### src/wsd_pkg.sv
// ============================================================================
// wsd_pkg: shared types and constants for the WebSocket frame deframer
// Item structs for both channels and the header field constants.
// ============================================================================
package wsd_pkg;

  // Input item: one received stream byte.
  typedef struct packed {
    logic [7:0] data_byte;
    logic       new_connection;
  } wsd_in_t;

  // Result item: one payload byte, an empty-frame end or an error report.
  typedef struct packed {
    logic [7:0] payload_byte;
    logic       has_byte;
    logic [3:0] frame_opcode;
    logic       frame_end;
    logic       oversize_error;
  } wsd_out_t;

  localparam logic [31:0] MaxPayloadReset = 32'd10485760;  // 10 MiB
  localparam logic [6:0]  LenCode16       = 7'd126;
  localparam logic [6:0]  LenCode64       = 7'd127;
  localparam logic [2:0]  Ext16Bytes      = 3'd1;  // remaining bytes minus one
  localparam logic [2:0]  Ext64Bytes      = 3'd7;
  localparam logic [2:0]  KeyBytes        = 3'd3;

endpackage

### src/wsd_parser.sv
// ============================================================================
// wsd_parser: frame header parser and payload unmasker
// Holds the parse state and forms at most one result for each accepted byte.
// ============================================================================
module wsd_parser import wsd_pkg::*; (
  input  logic        clk,
  input  logic        rst,
  input  logic        accept,
  input  wsd_in_t     item,
  input  logic [31:0] max_payload_bytes,
  output logic        res_valid,
  output wsd_out_t    res
);

  typedef enum logic [2:0] {
    PH_HDR0 = 3'd0,
    PH_HDR1 = 3'd1,
    PH_EXT  = 3'd2,
    PH_KEY  = 3'd3,
    PH_DATA = 3'd4
  } phase_t;

  phase_t      phase, phase_next;
  logic [3:0]  opcode, opcode_next;
  logic        mask, mask_next;
  logic [63:0] frame_len, frame_len_next;
  logic [2:0]  hdr_cnt, hdr_cnt_next;
  logic [31:0] key, key_next;
  logic [1:0]  pos, pos_next;
  logic [31:0] remain, remain_next;
  logic        stopped, stopped_next;

  phase_t      cur_phase;
  logic        cur_stopped;
  logic [7:0]  b;
  logic [7:0]  key_byte;
  logic        do_after;
  logic        do_finish;
  logic [63:0] len_now;

  assign b           = item.data_byte;
  // A new connection restarts parsing with this byte as the first header byte.
  assign cur_phase   = item.new_connection ? PH_HDR0 : phase;
  assign cur_stopped = item.new_connection ? 1'b0 : stopped;

  always_comb begin
    case (pos)
      2'd0:    key_byte = key[31:24];
      2'd1:    key_byte = key[23:16];
      2'd2:    key_byte = key[15:8];
      default: key_byte = key[7:0];
    endcase
  end

  always_comb begin
    phase_next     = phase;
    opcode_next    = opcode;
    mask_next      = mask;
    frame_len_next = frame_len;
    hdr_cnt_next   = hdr_cnt;
    key_next       = key;
    pos_next       = pos;
    remain_next    = remain;
    stopped_next   = cur_stopped;
    do_after       = 1'b0;
    do_finish      = 1'b0;
    len_now        = frame_len;
    res_valid      = 1'b0;
    res            = '0;
    res.frame_opcode = opcode;

    if (accept && !cur_stopped) begin
      case (cur_phase)
        PH_HDR1: begin
          mask_next = b[7];
          if (b[6:0] == LenCode16) begin
            phase_next     = PH_EXT;
            hdr_cnt_next   = Ext16Bytes;
            frame_len_next = '0;
          end else if (b[6:0] == LenCode64) begin
            phase_next     = PH_EXT;
            hdr_cnt_next   = Ext64Bytes;
            frame_len_next = '0;
          end else begin
            len_now        = {57'd0, b[6:0]};
            frame_len_next = len_now;
            do_after       = 1'b1;
          end
        end
        PH_EXT: begin
          len_now        = {frame_len[55:0], b};
          frame_len_next = len_now;
          if (hdr_cnt != 3'd0) begin
            hdr_cnt_next = hdr_cnt - 3'd1;
          end else begin
            do_after = 1'b1;
          end
        end
        PH_KEY: begin
          key_next = {key[23:0], b};
          if (hdr_cnt != 3'd0) begin
            hdr_cnt_next = hdr_cnt - 3'd1;
          end else begin
            do_finish = 1'b1;
          end
        end
        PH_DATA: begin
          res_valid        = 1'b1;
          res.payload_byte = mask ? (b ^ key_byte) : b;
          res.has_byte     = 1'b1;
          res.frame_end    = (remain == 32'd1);
          pos_next         = pos + 2'd1;
          remain_next      = remain - 32'd1;
          if (remain == 32'd1) begin
            phase_next = PH_HDR0;
          end
        end
        default: begin
          opcode_next = b[3:0];
          phase_next  = PH_HDR1;
        end
      endcase

      // Length is known: a masked frame still has its key to collect.
      if (do_after) begin
        if (mask_next) begin
          phase_next   = PH_KEY;
          hdr_cnt_next = KeyBytes;
          key_next     = '0;
        end else begin
          do_finish = 1'b1;
        end
      end

      // Header complete: check the length against the limit.
      if (do_finish) begin
        pos_next = 2'd0;
        if ((len_now[63:32] != 32'd0) || (len_now[31:0] > max_payload_bytes)) begin
          stopped_next       = 1'b1;
          res_valid          = 1'b1;
          res.oversize_error = 1'b1;
        end else if (len_now == 64'd0) begin
          phase_next    = PH_HDR0;
          res_valid     = 1'b1;
          res.frame_end = 1'b1;
        end else begin
          phase_next  = PH_DATA;
          remain_next = len_now[31:0];
        end
      end
    end
  end

  always_ff @(posedge clk) begin
    if (rst) begin
      phase   <= PH_HDR0;
      stopped <= 1'b0;
      hdr_cnt <= '0;
      pos     <= '0;
      remain  <= '0;
      opcode  <= '0;
      mask    <= 1'b0;
    end else if (accept) begin
      phase   <= phase_next;
      stopped <= stopped_next;
      hdr_cnt <= hdr_cnt_next;
      pos     <= pos_next;
      remain  <= remain_next;
      opcode  <= opcode_next;
      mask    <= mask_next;
    end
  end

  always_ff @(posedge clk) begin
    if (accept) begin
      frame_len <= frame_len_next;
      key       <= key_next;
    end
  end

endmodule

### src/wsd_out_buf.sv
// ============================================================================
// wsd_out_buf: two-entry result buffer
// Registers results and decouples the input stall from the output stall.
// ============================================================================
module wsd_out_buf import wsd_pkg::*; (
  input  logic     clk,
  input  logic     rst,
  input  logic     push,
  input  wsd_out_t push_item,
  output logic     full,
  output logic     out_valid,
  input  logic     out_stall,
  output wsd_out_t out_item
);

  wsd_out_t   mem [2];
  logic       wr_ptr;
  logic       rd_ptr;
  logic [1:0] count;
  logic       pop;

  assign pop       = out_valid && !out_stall;
  assign out_valid = (count != 2'd0);
  assign full      = (count == 2'd2);
  assign out_item  = mem[rd_ptr];

  always_ff @(posedge clk) begin
    if (rst) begin
      wr_ptr <= 1'b0;
      rd_ptr <= 1'b0;
      count  <= 2'd0;
    end else begin
      if (push) begin
        wr_ptr <= ~wr_ptr;
      end
      if (pop) begin
        rd_ptr <= ~rd_ptr;
      end
      if (push && !pop) begin
        count <= count + 2'd1;
      end else if (pop && !push) begin
        count <= count - 2'd1;
      end
    end
  end

  always_ff @(posedge clk) begin
    if (push) begin
      mem[wr_ptr] <= push_item;
    end
  end

endmodule

### src/websocket_frame_deframer.sv
// ============================================================================
// websocket_frame_deframer: WebSocket receive frame parser
// Parses frame headers from a byte stream and gives out unmasked payload
// bytes with their opcode, frame end marks and an oversize error report.
// ============================================================================
//
//  Channel  Direction  Handshake              Item
//  -------  ---------  ---------------------  ---------------------------------
//  in       input      in_valid / in_stall    wsd_in_t: stream byte, new conn
//  out      output     out_valid / out_stall  wsd_out_t: payload byte + flags
//  cfg      input      cfg_wr_en              max_payload_bytes (32 bit)
//
// The block accepts one byte every cycle while in_stall is low; a result, if
// the byte causes one, is registered in the result buffer behind any older ones.
// The parser updates its state on each accepted byte, and the two-entry
// result buffer keeps full rate while the output is not stalled.
// in_stall rises only when both buffer entries hold undelivered results.
// Reset (rst, synchronous) returns the parser to the first header byte and
// loads max_payload_bytes with 10485760.
//
module websocket_frame_deframer import wsd_pkg::*; (
  input  logic        clk,
  input  logic        rst,
  input  logic        in_valid,
  output logic        in_stall,
  input  wsd_in_t     in_item,
  output logic        out_valid,
  input  logic        out_stall,
  output wsd_out_t    out_item,
  input  logic        cfg_wr_en,
  input  logic [31:0] cfg_wr_data
);

  logic        accept;
  logic        res_valid;
  wsd_out_t    res;
  logic        buf_full;
  logic [31:0] max_payload_bytes;

  // The parser only advances on an accepted byte. The stall comes straight
  // from the buffer's fill count, so there is no path from out_stall to it.
  assign in_stall = buf_full;
  assign accept   = in_valid && !buf_full;

  // Length limit register; the user must write it only while the block is idle (not enforced here).
  always_ff @(posedge clk) begin
    if (rst) begin
      max_payload_bytes <= MaxPayloadReset;
    end else if (cfg_wr_en) begin
      max_payload_bytes <= cfg_wr_data;
    end
  end

  wsd_parser u_parser (
    .clk               (clk),
    .rst               (rst),
    .accept            (accept),
    .item              (in_item),
    .max_payload_bytes (max_payload_bytes),
    .res_valid         (res_valid),
    .res               (res)
  );

  wsd_out_buf u_out_buf (
    .clk       (clk),
    .rst       (rst),
    .push      (res_valid),
    .push_item (res),
    .full      (buf_full),
    .out_valid (out_valid),
    .out_stall (out_stall),
    .out_item  (out_item)
  );

endmodule

### config.mk
export PLATFORM = sky130hd
export DESIGN_NAME = websocket_frame_deframer
export DESIGN_NICKNAME = d
export VERILOG_FILES = /design/src/wsd_pkg.sv /design/src/wsd_parser.sv /design/src/wsd_out_buf.sv /design/src/websocket_frame_deframer.sv
export SDC_FILE = /design/constraint.sdc
export NUM_CORES = 1
export LEC_CHECK = 0
export BUFFER_PORTS_ARGS = -buffer_cell sky130_fd_sc_hd__clkbuf_2
export CAP_MARGIN = 5
export CORE_AREA = 2 2 135 137
export DETAILED_ROUTE_END_ITERATION = 12
export DIE_AREA = 0 0 137 139
export PLACE_DENSITY = 0.82
export SKIP_CTS_REPAIR_TIMING = 1
export SLEW_MARGIN = 20
export SYNTH_ARGS = -nofsm -noshare
export SYNTH_HDL_FRONTEND = slang
export SYNTH_SLANG_ARGS = --single-unit
### constraint.sdc
create_clock -name clk -period 13.5 [get_ports clk]
set_input_delay 2.7 -clock clk [delete_from_list [all_inputs] [get_ports clk]]
set_output_delay 2.7 -clock clk [all_outputs]
set_load 0.05 [all_outputs]
Word level (Yosys, flattened, before mapping)
Memory sizes are Yosys's and may differ from the RTL's. A register that Yosys moved wholly into a read port is not among the register bits.
Cells that the tools add are included.

storage, ports and cells
  input bits = 46
  output and inout bits = 17
  memories kept = 1
  memory bits (writable) = 30
  register bits after elaboration = 178

cells by class
  $lt $le $gt $ge = 1
  bitwise logic cells = 4
  multiplexer cells = 68
  reduce and logical (&&, ||, !) cells = 25
  add/subtract/negate cells = 5
  equal/unequal tests = 10

memory list
  name           words  bits a word  rd ports  clocked after Yosys merged registers in  write ports  RTL line           RTL
  u_out_buf.mem  2      15           1         1                                        1            wsd_out_buf.sv:16  wsd_out_t mem [2];

operators by type and width
  cell                                                                     number
  64-bit 2-to-1 mux                                                        4
  64-bit case mux with 2 select lines                                      2
  32-bit 2-to-1 mux                                                        7
  64-bit logical NOT                                                       1
  3-bit 2-to-1 mux                                                         14
  32-bit by 1-bit equality test with 1-bit output (second input constant)  1
  32-bit > comparator                                                      1
  32-bit nonzero test                                                      1
  32-bit by 1-bit subtractor with 32-bit output (second input constant)    1
  1-bit 2-to-1 mux                                                         27
  8-bit case mux with 3 select lines                                       1
  9-bit 2-to-1 mux                                                         2
  7-bit equality test (second input constant)                              2
  2-bit 2-to-1 mux                                                         6
  3-bit case mux with 3 select lines                                       1
  3-bit AND reduction                                                      3
  8-bit 2-to-1 mux                                                         1
  2-bit nonzero test                                                       4
  8-bit XOR                                                                1
  7-bit 2-to-1 mux                                                         1
  3-bit by 2-bit equality test with 1-bit output (second input constant)   2
  3-bit case mux with 2 select lines                                       1
  1-bit logical AND                                                        5
  1-bit logical NOT                                                        5
  other kinds (15)                                                         19

Depth between registers and ports, before layout
Gate-level depths: netlist of run 1.

  word-level depth = 14
  mapped depth = 19
  gate-level depth less buffers = 17

By module
A second synthesis of run 1 with hierarchy kept.

second synthesis, totals
  cells, all modules = 1175
  area total of the unflattened synthesis = 11328.4 um2

by module, submodules not included
  module                    area each (um2)  instances  sequential area each (um2)  cells each
  wsd_parser                8858.5           1          3803.6                      1002
  wsd_out_buf               1296.2           1          1001.0                      69
  websocket_frame_deframer  1173.6           1          640.6                       104

Worst setup path before layout of run 1
No wires, ideal clock.

  path type = input-to-reg
  start point = input in_valid
  end point = register u_parser.frame_len[0], enable pin
  stages on the path = 6
  data arrival time = 6.391 ns
  library setup time = 0.487 ns
  setup slack = 6.623 ns
  path through = nor2b_1 -> o21ai_0 -> clkbuf_1 -> clkbuf_1 -> clkbuf_1 -> nor2_1

on the way
  cells in the longest elaborated chain, start to end = 3

RTL lines
  element                                 RTL line                        RTL
  start: declaration                      websocket_frame_deframer.sv:24  input logic in_valid,
  1-bit logical AND *                     websocket_frame_deframer.sv:43  assign accept = in_valid && !buf_full;
  1-bit logical AND                       wsd_parser.sv:72                if (accept && !cur_stopped) begin
  3-bit AND reduction (no source line) *  -
  end signal: assignment                  wsd_parser.sv:176               frame_len <= frame_len_next;
  end: declaration                        wsd_parser.sv:26                logic [63:0] frame_len, frame_len_next;

Every way passes the cells marked *; elsewhere a longest branch is shown, timed or not.
A chain may end at the register's enable or synchronous reset.

Worst setup path after layout of run 1
  start point = input in_item[0] in the netlist's numbering
  end point = register u_parser.remain[26]

on the way
  cells in the longest elaborated chain, start to end = 8
  elaborated cells on any way between the ends = 27
  those cells by class = order compare: 1; eq/ne: 4; mux: 16; reduce/logical: 6

RTL lines
  element                                                                                                                  RTL line                             RTL
  start: declaration                                                                                                       websocket_frame_deframer.sv:26       input wsd_in_t in_item,
  3-bit 2-to-1 mux                                                                                                         wsd_parser.sv:43                     assign cur_phase = item.new_connection ? PH_HDR0 : phase;
  3-bit by 2-bit equality test with 1-bit output / 3-bit by 1-bit equality test with 1-bit output (equally long branches)  wsd_parser.sv:73                     case (cur_phase)
  64-bit case mux with 2 select lines / 1-bit 2-to-1 mux (equally long branches)                                           wsd_parser.sv:73
  64-bit 2-to-1 mux / 1-bit 2-to-1 mux (equally long branches)                                                             wsd_parser.sv:72
  32-bit > comparator (tied with other cells)                                                                              wsd_parser.sv:138                    if ((len_now[63:32] != 32'd0) || (len_now[31:0] > max_payload_bytes)) begin
  1-bit logical OR (tied with other cells)                                                                                 wsd_parser.sv:138
  32-bit 2-to-1 mux / 1-bit 2-to-1 mux (equally long branches)                                                             wsd_parser.sv:138, wsd_parser.sv:72
  32-bit 2-to-1 mux                                                                                                        wsd_parser.sv:136                    if (do_finish) begin
  end signal: assignment                                                                                                   wsd_parser.sv:168                    remain <= remain_next;
  end: declaration                                                                                                         wsd_parser.sv:30                     logic [31:0] remain, remain_next;

Parallel ways exist; a longest one is shown, timed or not. The select of a mux whose other input is x is not followed.

==> results by group, run 1 <==
Outcome
  • Outcome: complete, no violations

Drt
  • Via density: 6.36
  • DRC Markers: 0
  • Antenna viol nets, final: 0
  • First-pass DRT Iterations: 6
  • Vias: 8945
  • DRT iter0 DRCs: between 1000 and 1500
  • WL/cell: roughly 19 µm
  • Routed Wire Length: 27.1 mm

Timing
  • Fin crit period: approximately 6.7 ns
  • Setup repair after global routing missed its margin: false
  • Final setup TNS: 0 ns
  • Setup ws final: around 6.8 ns
  • Worst slew pin tran: approximately 1.1 ns
  • Max-slew violations: 0
  • Setup violations, final: 0
  • Period utilization: 49.4%
  • Max-slew headroom: between 20% and 30%
  • Clock Skews: ~0.0095 ns
  • Hold Fails Final Rpt: 0
  • Max frequency: around 150 MHz

Logic synthesis
  • Dominant synthesized flop cell: edfxtp_1
  • Synth warn: 0
  • Post-Syn Instances: roughly 1100
  • Mapped cell area: 11100 µm²
  • Synth cell count leaders: 134 x nand2_1, 126 x edfxtp_1, 106 x nor2_1
  • Distinct cells, synth: 86
  • Leading area contributor after synthesis: edfxtp_1
  • Syn nets: approximately 1200
  • Async SR Flop Fraction: 0%
  • Post-synthesis sequential area ratio: 49.2%
  • Flop and latch count out of synthesis: ~210
  • Top-count cell post-synth: nand2_1
  • EDFF count, synth: 126
  • Top cells by area, synth: edfxtp_1 34%, dfxtp_1 15%, ha_1 4.6%, nand2_1 4.5%, a21oi_1 3.8%
  • Mapped Avg Cell Area: 9.75 µm²
  • Area share of the largest cell type after synthesis: 34.2%

Critical path
  • CP max-delay cell: o31ai_2
  • Setup Crit Path Kind: input port to flop
  • Cell mode on critical path: nand2_1
  • CP top delay family: simple AND/OR/NAND/NOR gates
  • Critical Path, Cell by Cell: clkbuf_2, nor2_4, nand2_1, o21ai_0, nand2_1, ha_1, nand4_1, nor2_1, nand2_1, a2bb2oi_1, nor3_4, nand2_1, o31ai_2, o22ai_1
  • WP data required: roughly 14 ns
  • CP Capture Type: flop
  • Launch point of the critical path: in_item[0]
  • Max incr delay on CP: 0.73 ns
  • CP bufs+invs: 1
  • Peak fanout along the critical path: 20
  • CP arrival: roughly 7 ns
  • Worst R2R Start: u_parser.phase[1]
  • Crit start category: input port

Clock network
  • Worst-Skew Late Latency: ~0.51 ns
  • Clk slew on worst S/H paths: 0.06 ns
  • Clk root buf: clkbuf_16
  • Total CTS buffers: 22
  • CTS tree: yes
  • CTS Sinks: 209
  • Clk buf depth: 3
  • CTS H-Tree Depth: 1

Global routing
  • Initial antenna violation count: 0
  • First-pass GRT wire length: roughly 43 mm
  • Vias in the first global route: 8238
  • Largest net degree at the start of global routing: 65
  • Total track usage: 28.4%
  • Total gr overflow: 0

Layout
  • Fin util: between 60% and 70%
  • Non-filler instance count after layout: approximately 1400
  • # diodes: 0
  • Layout cells sized above 1: approximately 13%
  • NumNets Final: ~1200
  • Layout area overhead: 9.75%

Placement
  • Placed insts: between 1000 and 1500
  • Final Wtd Congestion: between 0.9 and 1
  • HPWL after DPL: 18.7 mm
  • Pre-CTS setup slack: approximately 6.3 ns
  • Number of I/O port buffers: 62

Die
  • Row Count: 49
  • Initial core utilization: a little over three fifths
  • IO Pins: 63
  • Die X: around 140 µm
  • DIE AREA: 19000 µm²
  • Core Area: approximately 18000 µm²
  • Die Y: approximately 140 µm

Min path
  • HP Class: flop to flop
  • Worst Hold Launch: u_parser.opcode[3]

Power and ir drop
  • PwrDens: 154 nW/µm²
  • Worst vdd ir: between 0.0001 and 0.00015 V
  • Lkg Pwr: approximately 4.7 nW
  • Overall power: 1.87 mW

Run
  • Max-Cap Viols: 0
## power by group
part,switching [mW],leakage (nW),internal [mW]
Sequential,0.0613,1.88,0.763
Clock,0.256,0.359,0.350
Combinational,0.291,2.50,0.151
Total,0.608,4.73,1.26
## placed cells by master, fill, tap and decap left out, drive strengths merged, types with 4 or more instances in the layout
master,Yosys,layout
or4,4,4
nand4,15,15
dfxtp,83,83
or3,8,8
a21o,15,15
clkinv,0,7
mux2,15,15
nand3,35,35
and3,5,5
nor3,23,23
clkbuf,50,92
a21oi,84,84
or2,6,6
nor2,108,108
buf,17,6
nand2,135,135
a21boi,4,4
a32oi,5,5
o41ai,4,4
o22ai,9,9
edfxtp,126,126
o221ai,13,13
nor4,21,21
o31ai,6,6
o211ai,9,9
mux2i,35,35
inv,56,57
nand2b,6,6
a311o,5,5
xor2,12,12
a22oi,5,5
nor2b,15,15
o21ai,40,40
a31oi,6,6
nor4b,4,4
a222oi,8,8
and2,56,56
ha,41,41
## worst reg2reg max path: stages (launching register included)
cell and delay [ns]:
dfxtp_1 0.68, xor2_1 0.23, nand2_1 0.43, o21ai_0 0.50
nand2_1 0.20, ha_1 0.35, nand4_1 0.12, nor2_1 0.21
nand2_1 0.08, a2bb2oi_1 0.19, nor3_4 0.38, nand2_1 0.52
o31ai_2 0.73, o22ai_1 0.19
## stage by stage
step | area (µm²) | hold WS [ns]
2_1_floorplan | 11100 | 0.425
3_3_place_gp | 11400 | 0.439
3_5_place_dp | 11400 | 0.446
4_1_cts | 12100 | 0.483
5_1_grt | 12200 | 0.505
6_report | 12200 | 0.477
## flip-flops by register name, indices dropped and copies added, names as in the netlist, named ones only
signal / cells
u_out_buf.rd_ptr: 1
u_parser.key: 32
u_out_buf.wr_ptr: 1
u_out_buf.count: 2
u_parser.phase: 3
u_parser.remain: 32
u_parser.opcode: 4
u_parser.pos: 2
u_parser.stopped: 1
max_payload_bytes: 32
u_parser.hdr_cnt: 3
u_parser.mask: 1
u_parser.frame_len: 64
u_out_buf.mem: 30
## area by class of cell
class	count	area, µm²
Inverter	56	210
Sequential cell	209	5450
Clock buffer	30	632
Tap cell	229	287
Fill cell	1291	5510
Timing Repair Buffer	68	355
Clock inverter	10	93.8
Multi-Input combinational cell	804	5130
## routing by layer
| metal | track usage, % | up-vias | routed length, µm |
|---|---|---|---|
| met5 | 0 | - | 0 |
| met4 | 7.92 | 0 | 708 |
| met3 | 4.90 | 57 | 2790 |
| met2 | 42.2 | 515 | 12000 |
| met1 | 42.9 | 4181 | 11600 |
| li1 | - | 4192 | - |
## logic make-up after synthesis
| kind of cell | count (synthesis) | share of synthesized area (%) |
|---|---|---|
| and+or+nand+nor | 452 | 20.6 |
| AOI/OAI and AO/OA | 248 | 15.1 |
| DFF | 209 | 49.2 |
| buffers and inverters | 123 | 4.76 |
| muxes | 50 | 4.69 |
| adders and majority gates | 41 | 4.63 |
| xor gates and xnor gates | 13 | 1.03 |
## path summary, 6_finish.rpt
path / end / slack, ns / depth (start not counted)
hold reg to reg: u_out_buf.mem[1][5] / 0.48 / 0
setup reg to reg: u_parser.remain[26] / 8.54 / 13
setup / recovery: u_parser.remain[26] / 6.83 / 14
hold / removal: u_out_buf.mem[1][5] / 0.48 / 0
(Power assumes the default switching activity.)
==> run 2: changes to the inputs <==
CORE_AREA = 2 2 144 146   (was 2 2 135 137)
DIE_AREA = 0 0 146 148   (was 0 0 137 139)
PLACE_DENSITY = 0.76   (was 0.82)
clock period = 5.71 ns   (was 13.5 ns; I/O delays follow)
==> run 2 against run 1 <==
Clock skew down 0.0011 ns; critical endpoint is now u_parser.remain[13]; global-route usage down 4.1 points; clock power is 140% higher; cell count grew 3.4%; sequential share of layout area fell by 0.47 points; setup slack worse by 5.9 ns; non-clock buffer count up 7; wire length is 0.67% lower; register-to-register slack got worse by 7.5 ns; highest routed layer unchanged; core utilization decreased by 7.5 points; sequential cell count did not move.
==> results by group, run 2 (synthesis gave the netlist of run 1 again) <==
Drt
  • Via density: 6.04 (-5.0%)
  • DRC Markers: 0 (unchanged)
  • WL/cell: 18.5 µm (-4.0%)
  • Vias: 8788 (-1.8%)
  • Antenna viol nets, final: 0 (unchanged)
  • Routed Wire Length: 26.9 mm (-0.67%)
  • First-pass DRT Iterations: 6 (unchanged)
  • DRT iter0 DRCs: 928 (-22%)

Critical path
  • Setup Crit Path Kind: input port to flop
  • R2R Setup Slk: 1.08 ns (-7.46 ns)
  • Cell mode on critical path: nand2_1
  • Critical Path, Cell by Cell: clkbuf_2, nor2_4, nand2_1, o21ai_0, nand2_1, ha_1, nand4_1, nor2_1, nand2_1, a2bb2oi_1, nor3_4, nand2_1, o31ai_2, o22ai_1
  • CP Capture Type: flop
  • CP arrival: 5.10 ns (-1.92 ns)
  • WP data required: 6.06 ns (-7.79 ns)
  • Max incr delay on CP: 0.66 ns (-0.07 ns)
  • CP max-delay cell: o31ai_2
  • Peak fanout along the critical path: 20 (unchanged)
  • Crit start category: input port

Global routing
  • Initial antenna violation count: 0 (unchanged)
  • Vias in the first global route: 8241 (+0.036%)
  • Largest net degree at the start of global routing: 59 (-9.2%)
  • Total gr overflow: 0 (unchanged)
  • Total track usage: 24.4% (-4.1 points)
  • First-pass GRT wire length: 42.7 mm (-1.3%)

Timing
  • Clock Skews: 0.00846 ns (-0.00109 ns)
  • Setup violations, final: 0 (unchanged)
  • Final setup TNS: 0 ns (unchanged)
  • Hold Fails Final Rpt: 0 (unchanged)
  • Max frequency: about 210 MHz
  • Period utilization: a little over four fifths
  • Final hold slack: 0.470 ns (-0.00703 ns)
  • Max-slew violations: 0 (unchanged)
  • Fin crit period: about 4.8 ns
  • Max-slew headroom: 29.9% (+0.044 points)
  • Worst slew pin tran: 1.05 ns (-0.000665 ns)
  • Setup repair after global routing missed its margin: false

Layout
  • Layout cells sized above 1: 13.1% (+0.18 points)
  • Largest Register: u_parser.frame_len
  • Fin area: 12300 µm² (+1.1%)
  • # diodes: 0 (unchanged)
  • Layout area overhead: 10.9%
  • NumNets Final: 1255 (+0.56%)
  • Most frequent cells in the layout: 134 x nand2_1, 126 x edfxtp_1, 105 x nor2_1
  • Commonest non-fill, non-tap cell in the layout: nand2_1
  • Fill count: 1724 (+34%)
  • Max FFs per register: 64 (unchanged)

Die
  • Core Area: 20000 µm² (+13%)
  • DIE AREA: 21600 µm² (+13%)
  • IO Pins: 63 (unchanged)
  • Die Y: 148 µm (+6.5%)
  • Die X: 146 µm (+6.6%)
  • Initial core utilization: 55.3% (-7.5 points)
  • Row Count: 52 (+6.1%)

Clock network
  • CTS Sinks: 209 (unchanged)
  • Worst-Skew Late Latency: 0.51 ns (about the same)
  • Total CTS buffers: 22 (unchanged)
  • CTS H-Tree Depth: 1 (unchanged)
  • Clk slew on worst S/H paths: 0.06 ns (about the same)
  • CTS tree: yes
  • Clk root buf: clkbuf_16
  • Clk buf depth: 3 (unchanged)

Power and ir drop
  • Seq pwr share: 43.8% (-0.2 points)
  • Worst vdd ir: 0.000227 V (+80%)
  • Combinational share of power: 23.3% (-0.3 points)
  • Lkg Pwr: 4.76 nW (+0.52%)
  • Clock share of power: 32.9% (+0.5 points)
  • Psw: 1.42 mW (+130%)
  • P_int: 3.03 mW (+140%)
  • Switching share of power: 31.9% (-0.61 points)
  • PwrDens: 363 nW/µm² (+140%)

Run
  • Max-Cap Viols: 0 (unchanged)

Outcome
  • Outcome: complete, no violations

Placement
  • HPWL after DPL: 19.0 mm (+1.6%)
  • Final Wtd Congestion: 0.963 (-0.58%)
  • Number of I/O port buffers: 62 (unchanged)
  • Placed inst area: 11500 µm² (+1.0%)

Min path
  • HP Class: flop to flop
==> run 2: area by class of cell <==
type / count / area (µm²) / share of cell area, %
timing repair buffer: 75 / 420 / 3.42
clock inverter: 14 / 154 / 1.25
multi-input combinational: 804 / 5130 / 41.7
sequential: 209 / 5450 / 44.3
inverter: 56 / 210 / 1.71
clock buffer: 26 / 587 / 4.78
tap: 270 / 338 / 2.75
==> run 2: critical path: cells and delay by family <==
kind                       cells  cell delay [ns]
adders and majority gates      1             0.33
and+or+nand+nor                8             1.90
AOI/OAI and AO/OA              4             1.50
buffers and inverters          1             0.20
==> run 2: stage by stage <==
stage | power, mW | utilization [%] | worst slack (ns) | cells
finish | 4.46 | 61.3 | 0.959 | 1454
global route | 4.65 | 61.3 | 0.704 | 1454
CTS | 4.46 | 61.3 | 1.11 | 1454
detailed placement | 3.00 | 57.6 | 0.576 | 1414
global placement | 2.97 | 57.6 | 0.706 | 1414
floorplan | 2.73 | - | 0.391 | 1136
==> run 2: power by group through the flow <==
stage,sequential [mW],combinational [mW],clock [mW]
floorplan,1.92,0.810,0
global placement,1.97,1.00,0
detailed placement,1.98,1.02,0
CTS,1.95,1.03,1.49
global route,1.97,1.13,1.54
finish,1.95,1.04,1.47
==> run 2: path summary, 6_finish.rpt <==
check,startpoint,depth (start not counted),endpoint
setup / recovery,in_item[0],14,u_parser.remain[13]
hold / removal,u_parser.opcode[2],0,u_out_buf.mem[0][4]
setup reg to reg,u_parser.phase[1],13,u_parser.remain[13]
hold reg to reg,u_parser.opcode[2],0,u_out_buf.mem[0][4]
==> run 2: per-layer routing <==
| layer | global-route usage, % | routed length, µm |
|---|---|---|
| met4 | 5.39 | 412 |
| met3 | 4.72 | 2420 |
| met2 | 38.8 | 11900 |
| met1 | 34.9 | 12100 |
| met5 | 0 | 0 |
